--- src/design/lbc_pkg.sv ---
`timescale 1ns / 1ps
`default_nettype none
// ----------------------------------------------------------------------------
// lbc_pkg
// Shared types and constants of the LED blink controller.
// ----------------------------------------------------------------------------
package lbc_pkg;

	localparam int unsigned PERIOD_W = 13;
	localparam int unsigned HOLD_W   = 8;
	localparam int unsigned BLINK_W  = 8;
	localparam int unsigned MODE_W   = 3;
	localparam int unsigned CFG_IDX_W  = 2;
	localparam int unsigned CFG_DATA_W = 8;

	localparam logic [PERIOD_W-1:0] PERIOD_MAX    = PERIOD_W'(5000);
	localparam logic [PERIOD_W-1:0] PERIOD_STEP   = PERIOD_W'(50);
	localparam logic [HOLD_W-1:0]   HOLD_REPEAT   = HOLD_W'(200);
	localparam logic [BLINK_W-1:0]  BLINK_FOREVER = 8'hff;

	localparam logic [CFG_IDX_W-1:0] REG_LED_MODE    = 2'd0;
	localparam logic [CFG_IDX_W-1:0] REG_BLINK_TOTAL = 2'd1;

	typedef enum logic [MODE_W-1:0] {
		MODE_IDLE       = 3'd0,
		MODE_OFF        = 3'd1,
		MODE_ON         = 3'd2,
		MODE_BLINK_CNT  = 3'd3,
		MODE_BLINK_CONT = 3'd4
	} lbc_mode_t;

	typedef struct packed {
		logic                  mode_we;
		logic                  total_we;
		logic [CFG_DATA_W-1:0] data;
	} lbc_cfg_t;

	typedef struct packed {
		logic                led_level;
		logic [PERIOD_W-1:0] blink_interval;
	} lbc_res_t;

	// One period step: adds the step while below the maximum and clamps there.
	function automatic logic [PERIOD_W-1:0] bump_period(input logic [PERIOD_W-1:0] p);
		logic [PERIOD_W:0] sum;
		logic [PERIOD_W-1:0] res;
		sum = {1'b0, p} + {1'b0, PERIOD_STEP};
		res = p;
		if (p < PERIOD_MAX) begin
			if (sum > {1'b0, PERIOD_MAX}) begin
				res = PERIOD_MAX;
			end else begin
				res = sum[PERIOD_W-1:0];
			end
		end
		return res;
	endfunction

endpackage
`default_nettype wire

--- src/design/lbc_core.sv ---
`timescale 1ns / 1ps
`default_nettype none
// ----------------------------------------------------------------------------
// lbc_core
// Per-tick state of the controller: tick counter, button handling, period
// and LED drive, updated once for each accepted item.
// ----------------------------------------------------------------------------
module lbc_core (
	input  wire logic              clk,
	input  wire logic              arst_n,
	input  wire logic              step_en,
	input  wire logic              button_level,
	input  wire lbc_pkg::lbc_cfg_t cfg,
	output lbc_pkg::lbc_res_t      res
);

	lbc_pkg::lbc_mode_t                  mode_q;
	logic [lbc_pkg::PERIOD_W-1:0]        tick_q;
	logic [lbc_pkg::PERIOD_W-1:0]        period_q;
	logic                                pending_q;
	logic [lbc_pkg::BLINK_W-1:0]         blinks_q;
	logic                                led_q;
	logic                                prev_q;
	logic                                down_q;
	logic [lbc_pkg::HOLD_W-1:0]          hold_q;

	logic [lbc_pkg::PERIOD_W-1:0] tick_inc, tick_d, period_a, period_d;
	logic                         pending_a, pending_d, led_d, down_d;
	logic [lbc_pkg::HOLD_W-1:0]   hold_a, hold_inc, hold_d;
	logic [lbc_pkg::BLINK_W-1:0]  blinks_d;
	logic                         press, release_edge;

	always_comb begin
		tick_inc  = tick_q + lbc_pkg::PERIOD_W'(1);
		tick_d    = tick_inc;
		pending_a = pending_q;
		if (tick_inc >= period_q) begin
			tick_d    = '0;
			pending_a = 1'b1;
		end

		press        = prev_q & ~button_level;
		release_edge = ~prev_q & button_level;
		period_a     = press ? lbc_pkg::bump_period(period_q) : period_q;
		down_d       = press ? 1'b1 : (release_edge ? 1'b0 : down_q);
		hold_a       = (press || release_edge) ? '0 : hold_q;
		hold_inc     = hold_a + lbc_pkg::HOLD_W'(1);
		hold_d       = hold_a;
		period_d     = period_a;
		if (down_d) begin
			hold_d = hold_inc;
			if (hold_inc >= lbc_pkg::HOLD_REPEAT) begin
				period_d = lbc_pkg::bump_period(period_a);
				hold_d   = '0;
			end
		end

		led_d     = led_q;
		blinks_d  = blinks_q;
		pending_d = pending_a;
		case (mode_q)
			lbc_pkg::MODE_OFF: led_d = 1'b0;
			lbc_pkg::MODE_ON:  led_d = 1'b1;
			lbc_pkg::MODE_BLINK_CNT, lbc_pkg::MODE_BLINK_CONT: begin
				if (pending_a) begin
					if (blinks_q != '0) begin
						led_d = ~led_q;
						if (blinks_q != lbc_pkg::BLINK_FOREVER) begin
							blinks_d = blinks_q - lbc_pkg::BLINK_W'(1);
						end
					end
					pending_d = 1'b0;
				end
			end
			default: led_d = led_q;
		endcase

		res.led_level      = led_d;
		res.blink_interval = period_d;
	end

	always_ff @(posedge clk or negedge arst_n) begin
		if (!arst_n) begin
			mode_q    <= lbc_pkg::MODE_OFF;
			tick_q    <= '0;
			period_q  <= '0;
			pending_q <= 1'b0;
			blinks_q  <= '0;
			led_q     <= 1'b0;
			prev_q    <= 1'b1;
			down_q    <= 1'b0;
			hold_q    <= '0;
		end else begin
			if (cfg.mode_we) begin
				mode_q <= lbc_pkg::lbc_mode_t'(cfg.data[lbc_pkg::MODE_W-1:0]);
			end
			if (step_en) begin
				tick_q    <= tick_d;
				period_q  <= period_d;
				pending_q <= pending_d;
				led_q     <= led_d;
				prev_q    <= button_level;
				down_q    <= down_d;
				hold_q    <= hold_d;
				blinks_q  <= blinks_d;
			end
			if (cfg.total_we) begin
				blinks_q <= cfg.data[lbc_pkg::BLINK_W-1:0];
			end
		end
	end

endmodule
`default_nettype wire

--- src/design/led_blink_controller_with_button_rate.sv ---
`timescale 1ns / 1ps
`default_nettype none
// ----------------------------------------------------------------------------
// led_blink_controller_with_button_rate
// Each input item is one timer tick with the active-low button level; each
// tick yields one result item with the LED drive and the blink period.
//
// The input channel (in_valid/in_ready, button_level) takes one item per
// tick. The block updates its state in the cycle of acceptance and places
// the result in an output register, shown on out_valid/out_ready with
// led_level and blink_interval in the next cycle. One item is accepted every
// cycle while the result register is empty or being drained in that cycle,
// so the sustained rate is one item per cycle while the receiver keeps up.
// When the receiver stalls, the pending result holds and in_ready drops
// until it is taken. The configuration channel (cfg_valid/cfg_ready,
// cfg_index, cfg_data) is always ready: index 0 sets led_mode, index 1 sets
// blink_total and reloads the remaining blink count; other indexes are
// ignored. Reset clears the state (the button is taken as released),
// selects the LED-off mode and empties the result register.
// ----------------------------------------------------------------------------
module led_blink_controller_with_button_rate (
	input  wire logic                            clk,
	input  wire logic                            arst_n,
	input  wire logic                            in_valid,
	output logic                                 in_ready,
	input  wire logic                            button_level,
	output logic                                 out_valid,
	input  wire logic                            out_ready,
	output logic                                 led_level,
	output logic [lbc_pkg::PERIOD_W-1:0]         blink_interval,
	input  wire logic                            cfg_valid,
	output logic                                 cfg_ready,
	input  wire logic [lbc_pkg::CFG_IDX_W-1:0]   cfg_index,
	input  wire logic [lbc_pkg::CFG_DATA_W-1:0]  cfg_data
);

	logic              accept;
	logic              out_valid_q;
	lbc_pkg::lbc_cfg_t cfg;
	lbc_pkg::lbc_res_t res;
	lbc_pkg::lbc_res_t res_q;

	assign cfg_ready    = 1'b1;
	assign in_ready     = ~out_valid_q | out_ready;
	assign accept       = in_valid & in_ready;
	assign cfg.mode_we  = cfg_valid & (cfg_index == lbc_pkg::REG_LED_MODE);
	assign cfg.total_we = cfg_valid & (cfg_index == lbc_pkg::REG_BLINK_TOTAL);
	assign cfg.data     = cfg_data;

	lbc_core u_core (
		.clk          (clk),
		.arst_n       (arst_n),
		.step_en      (accept),
		.button_level (button_level),
		.cfg          (cfg),
		.res          (res)
	);

	always_ff @(posedge clk or negedge arst_n) begin
		if (!arst_n) begin
			out_valid_q <= 1'b0;
		end else if (accept) begin
			out_valid_q <= 1'b1;
		end else if (out_ready) begin
			out_valid_q <= 1'b0;
		end
	end

	always_ff @(posedge clk) begin
		if (accept) begin
			res_q <= res;
		end
	end

	assign out_valid      = out_valid_q;
	assign led_level      = res_q.led_level;
	assign blink_interval = res_q.blink_interval;

endmodule
`default_nettype wire

--- config.mk ---
export PLATFORM = sky130hd
export DESIGN_NAME = led_blink_controller_with_button_rate
export DESIGN_NICKNAME = d
export VERILOG_FILES = /design/src/design/lbc_pkg.sv /design/src/design/lbc_core.sv /design/src/design/led_blink_controller_with_button_rate.sv
export SDC_FILE = /design/constraint.sdc
export NUM_CORES = 1
export LEC_CHECK = 0
export ABC_AREA = 0
export ABC_CLOCK_PERIOD_IN_PS = 8200
export BUFFER_PORTS_ARGS = -buffer_cell sky130_fd_sc_hd__buf_2
export CAP_MARGIN = 10
export CORE_ASPECT_RATIO = 0.6
export CORE_MARGIN = 2
export CORE_UTILIZATION = 30
export CTS_CLUSTER_SIZE = 8
export DETAILED_ROUTE_END_ITERATION = 10
export PLACE_DENSITY_LB_ADDON = 0.12
export SLEW_MARGIN = 5
export SYNTH_ARGS = -nofsm -noshare
export SYNTH_HDL_FRONTEND = slang
export SYNTH_SLANG_ARGS = --single-unit
export TNS_END_PERCENT = 10
--- constraint.sdc ---
create_clock -name clk -period 8.2 [get_ports clk]
set_clock_uncertainty 0.2 [all_clocks]
set_input_delay 0 -clock clk [delete_from_list [all_inputs] [get_ports clk]]
set_output_delay 0 -clock clk [all_outputs]
set_load 0.005 [all_outputs]
==> flow_metrics.py, run 1 <==
metrics = {
    "run_status": {
        "status": "completed",
    },
    "clock_network": {
        "cts_buffers": 9,
        "insertion_delay_ns": 0.34,
        "post_cts_buffers": 0,
        "cts_root_buf": "clkbuf_16",
        "clk_path_buf_depth": 2,
        "htreeDepth": 3,
        "cts-resized-gates": 0,
        "cts_tree": "built",
        "numClockSinks": 64,
        "cts_hold_buf": 16,
        "clkTransAtPathRegs_ns": 0.06,
    },
    "cells_and_area": {
        "fin_area_um2": 5714,
        "drive_gt1_share_pct": 13.06,
        "diodes": 0,
        "area_growth_pct": 15.15,
        "fin_util_pct": 35.24,
        "fin_nets": 654,
    },
    "logic_synthesis": {
        "ys_ff_latch": 64,
        "syn-num-nets": 621,
        "synth_top_flop_cell": "dfrtp_1",
        "synthMuxAreaShare_pct": 2.168,
        "syn-mean-instance-area_um2": 8.526,
        "synth_top_family_by_area": "simple AND/OR/NAND/NOR gates",
        "synth-compound-area-share_pct": 22.67,
        "syn_area_um2": 4962,
        "synth_fa_ha_area_share_pct": 5.799,
        "synthArstFlopShare_pct": 78.13,
        "synth-edff-count": 14,
        "yosys_warnings": 0,
        "synth-simple-area-share_pct": 25.32,
        "yosys.cell_types.count": 87,
        "syn_inst": 582,
        "ys_seq_area_share_pct": 33.74,
        "synth_xor_area_share_pct": 5.119,
    },
    "power": {
        "p_comb_share_pct": 44.7,
        "p_clk_share_pct": 23.6,
        "pwr-share-seq_pct": 31.7,
        "power.density_nw_per_um2": 289.0,
        "switchingPower_uw": 720.5,
        "power_leakage_uw": 0.002242,
        "power.total_uw": 1652,
        "p_sw_share_pct": 43.63,
        "internal_power_uw": 931.0,
        "vdd_ir_drop_max_uv": 88.07,
    },
    "route": {
        "drt_first_pass_iters": 5,
        "wl_per_cell_um": 17.60,
        "drt-vias-per-instance": 5.578,
        "initialDrtViolationCount": 354,
        "remaining_drc_errors": 0,
        "wirelength_um": 14590,
        "drtAntennaViolNets": 0,
        "vias": 4624,
    },
    "timing": {
        "worst_slack_ns": 3.021,
        "finalSetupTns_ns": 0,
        "min_period_ns": 5.179,
        "rsz0062_at_grt": "false",
        "fmax_mhz": 193.1,
        "period_share_pct": 63.15,
        "final_hold_viol_count": 0,
        "final-setup-viol-count": 0,
        "worstMarginPinSlew_ns": 0.9578,
        "slew_headroom_pct": 36.02,
        "slew_viol_final": 0,
    },
    "global_route": {
        "grt_pass1_wl_um": 24200,
        "grt_pass1_vias": 4395,
        "antenna_found_initial": 0,
        "top_usage_layer": "met1",
        "grt_use_met1_pct": 28.26,
        "grt_remaining_overflow": 0,
        "met2_usage_pct": 22.04,
        "track_usage_pct": 17.40,
        "grt_use_met3_pct": 4.012,
        "grt_max_degree": 53,
    },
    "place": {
        "place_area_um2": 5256,
        "port_buffers": 31,
        "gp_congestion": 0.8266,
        "dp_hpwl_um": 10530,
        "dp_slack_ns": 3.126,
    },
    "worst_setup_path": {
        "cp_slowest_cell": "a21oi_2",
        "worstPathMaxFanout": 11,
        "criticalPathCategory": "reg2reg",
        "slowest_delay_ns": 0.53,
        "endpoint_kind": "flop",
        "critPathArrivalTime_ns": 5.07,
        "critPathTopFamily": "compound AO/OA/AOI/OAI gates",
        "startpoint_type": "flop",
        "worst-path-buf-inv": 1,
        "path_cells": "ha_1, a211o_1, a2111o_1, a21oi_2, o22ai_1, a31oi_2, ha_1, inv_1, o31ai_1, a221oi_1, nor4_1, a311oi_1, a21oi_2, o211ai_2, and3_1",
        "worst-endpoint-required_ns": 8.09,
    },
    "job": {
        "max_cap_violations": 0,
    },
    "floorplan": {
        "die_h_um": 103.6,
        "die_x_um": 170.0,
        "design.core.area_um2": 16220,
        "ioPinCount": 33,
        "dieArea_um2": 17620,
        "start_util_pct": 30.60,
        "rows": 36,
    },
    "min_path": {
        "hold_class": "in2reg",
    },
}
-- area by class of cell --
cell class / count / area (um^2)
multi-input combinational: 462 / 3034
inverter: 27 / 101.3
clock buffer: 14 / 285.3
fill: 1688 / 10500
tap: 209 / 261.5
sequential: 64 / 1674
clock inverter: 2 / 12.51
timing repair buffer: 51 / 345.3
-- path summary, 6_finish.rpt --
path                                                start                             end  slack [ns]  depth (start not counted)
max                        u_core.period_q[1]$_DFFE_PN0P_     blink_interval[3]$_DFFE_PP_        3.02                         15
min                                          cfg_index[0]  u_core.blinks_q[7]$_DFFE_PN0P_        0.02                          4
max reg2reg                u_core.period_q[1]$_DFFE_PN0P_     blink_interval[3]$_DFFE_PP_        3.02                         15
min reg2reg                     u_core.down_q$_DFFE_PN0P_       u_core.down_q$_DFFE_PN0P_        0.30                          1
max in group asynchronous                          arst_n    u_core.tick_q[3]$_DFFE_PN0P_        7.16                          3
min in group asynchronous                          arst_n  u_core.blinks_q[6]$_DFFE_PN0P_        0.13                          3
-- tightest hold or removal path, stage by stage --
cell and delay (ns):
buf_2 0.11, and3b_1 0.25, nand2_1 0.10, nand3_1 0.05
-- metal layers --
layer / vias to the layer above / part of all wire [%]
met3: 14 / 6.6
met4: 0 / 1.3
met1: 2238 / 55
li1: 2218 / -
met2: 154 / 37
met5: - / 0
-- sequential cells by signal (all words and copies together), names as in the netlist --
name              cells
blink_interval       13
led_level             1
out_valid             1
u_core.blinks_q       8
u_core.down_q         1
u_core.hold_q         8
u_core.led_q          1
u_core.mode_q         3
u_core.pending_q      1
u_core.period_q      13
u_core.prev_q         1
u_core.tick_q        13
-- layout by cell type (no fill, tap or decap), types with 9 or more instances in the layout --
master	count
nor2_1	45
nand3_1	31
o21ai_0	35
dlygate4sd3_1	16
buf_2	31
nand2_1	70
ha_1	23
a31oi_1	17
nand4_1	16
inv_1	26
clkbuf_16	10
nand2b_1	9
a21oi_1	18
dfrtp_1	48
edfxtp_1	14
xnor2_1	23
and3_1	9
-- synthesized netlist by cell type (4+ instances only) --
library cell	n	area share [%]
a31oi_1	17	2.1
nand3_1	31	3.1
o22ai_1	7	0.88
nor2b_1	5	0.63
o21a_1	6	0.91
o211ai_1	5	0.76
a21o_1	5	0.76
nor3_1	8	0.81
or4_1	5	0.76
and2_1	7	0.88
nor2_1	45	3.4
ha_1	23	5.8
nand2_1	70	5.3
xor2_1	6	1.1
o21ai_0	35	3.5
mux2_2	5	1.1
nand4_1	16	2.0
dfrtp_1	48	24
edfxtp_1	14	8.5
or3_1	8	1.0
xnor2_1	23	4.1
buf_4	5	0.76
o21ai_1	4	0.40
and3_1	9	1.1
nor4_1	7	0.88
buf_2	7	0.71
o31ai_1	6	0.91
mux2i_1	4	0.81
nand2b_1	9	1.1
inv_1	27	2.0
a21oi_1	18	1.8
clkbuf_1	12	0.91
-- metrics by stage --
step / hold slack, ns / instances
after CTS: 0.01601 / 829
after global placement: -0.006060 / 797
after floorplan: -0.4956 / 582
final: 0.01827 / 829
after detailed placement: -0.008707 / 797
after global routing: 0.08335 / 829
-- logic make-up (layout without fill, tap and decap cells) --
kind of cell             count (synthesis)  after routing
AO/OA/AOI/OAI                          157            157
multiplexers                            10             10
flip-flops                              64             64
other                                    1              1
XOR/XNOR                                29             29
buffers and inverters                   56             94
AND/OR/NAND/NOR                        242            242
adder cells (fa/ha/maj)                 23             23
-- power by group through the flow --
stage | clock network, uW | registers (uW) | logic, uW
floorplan | 0 | 455 | 602
global placement | 0 | 524 | 721
detailed placement | 0 | 525 | 722
CTS | 402 | 521 | 733
global route | 414 | 537 | 832
finish | 389 | 524 | 738
Note: power is estimated with default switching activity, not from simulation.
==> inputs of run 2 (changes only) <==
Settings changed: ABC_AREA 0 to 1, ABC_CLOCK_PERIOD_IN_PS 8200 to 4860.
Clock period 8.2 ns to 4.86 ns, I/O delays scaled along.
==> flow_metrics.py, run 2 <==
metrics = {
    "run_status": {
        "status": "finished, violations left",
        "violations": "DRC",
    },
    "clock_network": {
        "insertion_delay_ns": 0.34,
        "clkTransAtPathRegs_ns": 0.06,
        "cts_tree": "built",
        "htreeDepth": 3,
        "cts_buffers": 9,
        "cts_root_buf": "clkbuf_16",
        "numClockSinks": 64,
        "clk_path_buf_depth": 2,
    },
    "floorplan": {
        "die_x_um": 167.3,
        "ioPinCount": 33,
        "design.core.area_um2": 15500,
        "start_util_pct": 30.94,
        "rows": 35,
        "dieArea_um2": 17050,
        "die_h_um": 102.0,
    },
    "logic_synthesis": {
        "synth_top_flop_cell": "dfrtp_1",
        "synth_top_family_by_area": "simple AND/OR/NAND/NOR gates",
        "ys_seq_area_share_pct": 34.90,
        "syn-mean-instance-area_um2": 7.426,
        "synth-compound-area-share_pct": 12.28,
        "synthMuxAreaShare_pct": 0.2087,
        "yosys-top-cells-area": "dfrtp_1, nand2_1, edfxtp_1, inv_1, ha_1",
        "synth-edff-count": 14,
        "yosys_warnings": 0,
        "yosysMostFrequentCell": "nand2_1",
        "syn-num-nets": 685,
        "synth_xor_area_share_pct": 2.921,
        "ys_ff_latch": 64,
        "yosys.cell_types.count": 48,
        "synthArstFlopShare_pct": 78.13,
        "synth.top_cell.area_share_pct": 25.04,
        "syn_inst": 646,
        "ys_top_cells_by_count": "nand2_1, inv_1, nor2_1, dfrtp_1, nand3_1",
        "syn_area_um2": 4797,
        "synth-simple-area-share_pct": 33.83,
        "synth_fa_ha_area_share_pct": 5.999,
        "yosys.area.top_type": "dfrtp_1",
    },
    "cells_and_area": {
        "fin_nets": 741,
        "area_growth_pct": 19.38,
        "drive_gt1_share_pct": 16.97,
        "mostFrequentLayoutCells": "nand2_1, inv_1, nor2_1",
        "final_common_cell": "nand2_1",
        "fin_util_pct": 36.94,
        "diodes": 0,
    },
    "job": {
        "max_cap_violations": 0,
    },
    "global_route": {
        "grt_max_degree": 51,
        "antenna_found_initial": 0,
        "grt_pass1_wl_um": 21050,
        "track_usage_pct": 15.55,
        "grt_remaining_overflow": 0,
        "grt_pass1_vias": 4138,
    },
    "timing": {
        "worstMarginPinSlew_ns": 0.6677,
        "slew_viol_final": 0,
        "finalSetupTns_ns": 0,
        "fmax_mhz": 242.5,
        "slew_headroom_pct": 55.49,
        "period_share_pct": 84.86,
        "min_period_ns": 4.124,
        "final_hold_viol_count": 0,
        "rsz0062_at_grt": "false",
        "final-setup-viol-count": 0,
    },
    "power": {
        "p_sw_share_pct": 41.89,
        "switchingPower_uw": 1225,
        "power.density_nw_per_um2": 510.7,
        "vdd_ir_drop_max_uv": 171.7,
        "p_comb_share_pct": 44.7,
        "power.total_uw": 2924,
        "internal_power_uw": 1699,
        "pwr-share-seq_pct": 29.2,
        "p_clk_share_pct": 26.1,
        "power_leakage_uw": 0.002773,
    },
    "route": {
        "wirelength_um": 12410,
        "drt_first_pass_iters": 8,
        "vias": 4341,
        "wl_per_cell_um": 13.64,
        "remaining_drc_errors": 2,
        "drt-vias-per-instance": 4.770,
        "drtAntennaViolNets": 0,
        "initialDrtViolationCount": 306,
    },
    "worst_setup_path": {
        "criticalPathCategory": "reg2reg",
        "startpoint_type": "flop",
        "worst-endpoint-required_ns": 4.75,
        "timing.rr.start": "u_core.tick_q[0]$_DFFE_PN0P_",
        "reg2regPathDepth": 17,
        "cp-startpoint": "u_core.tick_q[0]$_DFFE_PN0P_",
        "endpoint_kind": "flop",
        "critPathArrivalTime_ns": 4.01,
        "worstPathMaxFanout": 4,
    },
    "place": {
        "port_buffers": 31,
        "dp_hpwl_um": 9271,
        "gp_congestion": 0.8268,
    },
    "min_path": {
        "hold_class": "in2async",
    },
}
==> run 2: cell count changes in the layout (fill, tap and decap cells not counted), moves of 11 or more <==
cell     previous run  this run
nand3_1            31        42
xnor2_1            23         3
nand2_1            70       159
nand2_4             0        12
nand2_2             0        17
inv_1              26        84
a31oi_1            17         4
==> run 2: path summary, 6_finish.rpt <==
check | endpoint | slack (ns)
setup / recovery | led_level$_DFFE_PP_ | 0.74
hold / removal | u_core.mode_q[1]$_DFFE_PN0P_ | 0.12
setup reg to reg | led_level$_DFFE_PP_ | 0.74
hold reg to reg | u_core.pending_q$_DFFE_PN0P_ | 0.32
max in group asynchronous | u_core.period_q[3]$_DFFE_PN0P_ | 3.89
min in group clk | u_core.blinks_q[0]$_DFFE_PN0P_ | 0.27
==> run 2: critical path, stage by stage, from the launching register on <==
cell	delay, ns
dfrtp_1	0.37
ha_1	0.21
nand4_1	0.16
or2_2	0.33
nor2_1	0.12
nand2_1	0.10
nor3_1	0.20
xor2_1	0.20
inv_1	0.06
ha_1	0.31
a21oi_1	0.15
o21ai_0	0.10
a21oi_1	0.16
nand3_1	0.17
o21ai_0	0.39
nor2_1	0.06
or3b_2	0.44
o311ai_0	0.14
==> run 2: kinds of logic after synthesis <==
group	Yosys count
AOI/OAI and AO/OA	96
xor gates and xnor gates	16
adders and majority gates	23
buffers and inverters	108
DFF	64
muxes	1
other	1
and+or+nand+nor	337
==> run 2: what timing repair did <==
| action | CTS | global route |
|---|---|---|
| endpoints found under the hold margin | 69 | 0 |
| gates resized for setup | 0 | 0 |
| setup buffers | 0 | 0 |
| hold buffers | 24 | 0 |
==> run 2: area by class of cell <==
type,instances,area (um^2)
well taps,203,254.0
inverters,94,352.8
multi-input cells,474,2661
fillers,1637,9776
clock buffers,11,275.3
repair buffers,59,425.4
flip-flops and latches,64,1674
clock inverters,5,83.83
==> run 2: per-stage QoR <==
step / std cells / instance area, um^2 / hold WS (ns) / worst slack [ns]
global route: 910 / 5727 / 0.2201 / 0.3662
floorplan: 646 / 4797 / -0.4956 / 1.068
finish: 910 / 5727 / 0.1169 / 0.7360
detailed placement: 870 / 5127 / -0.02345 / 0.7259
global placement: 870 / 5127 / -0.01906 / 0.8414
CTS: 910 / 5727 / 0.1530 / 0.6932
==> run 2: per-layer routing <==
metal	share of wire (%)	up-vias	global-route usage, %	wire, um
met5	0	-	0	0
met4	0.44	0	3.077	55
met2	37	87	22.02	4641
met1	57	2010	23.60	7111
li1	-	2240	-	-
met3	4.8	4	4.067	600
==> run 2: power by group through the flow <==
stage	logic, uW	registers [uW]	clock network (uW)
3_3_place_gp	1260	858	0
3_5_place_dp	1280	861	0
5_1_grt	1490	880	805
2_1_floorplan	981	822	0
4_1_cts	1300	854	782
6_report	1310	855	763
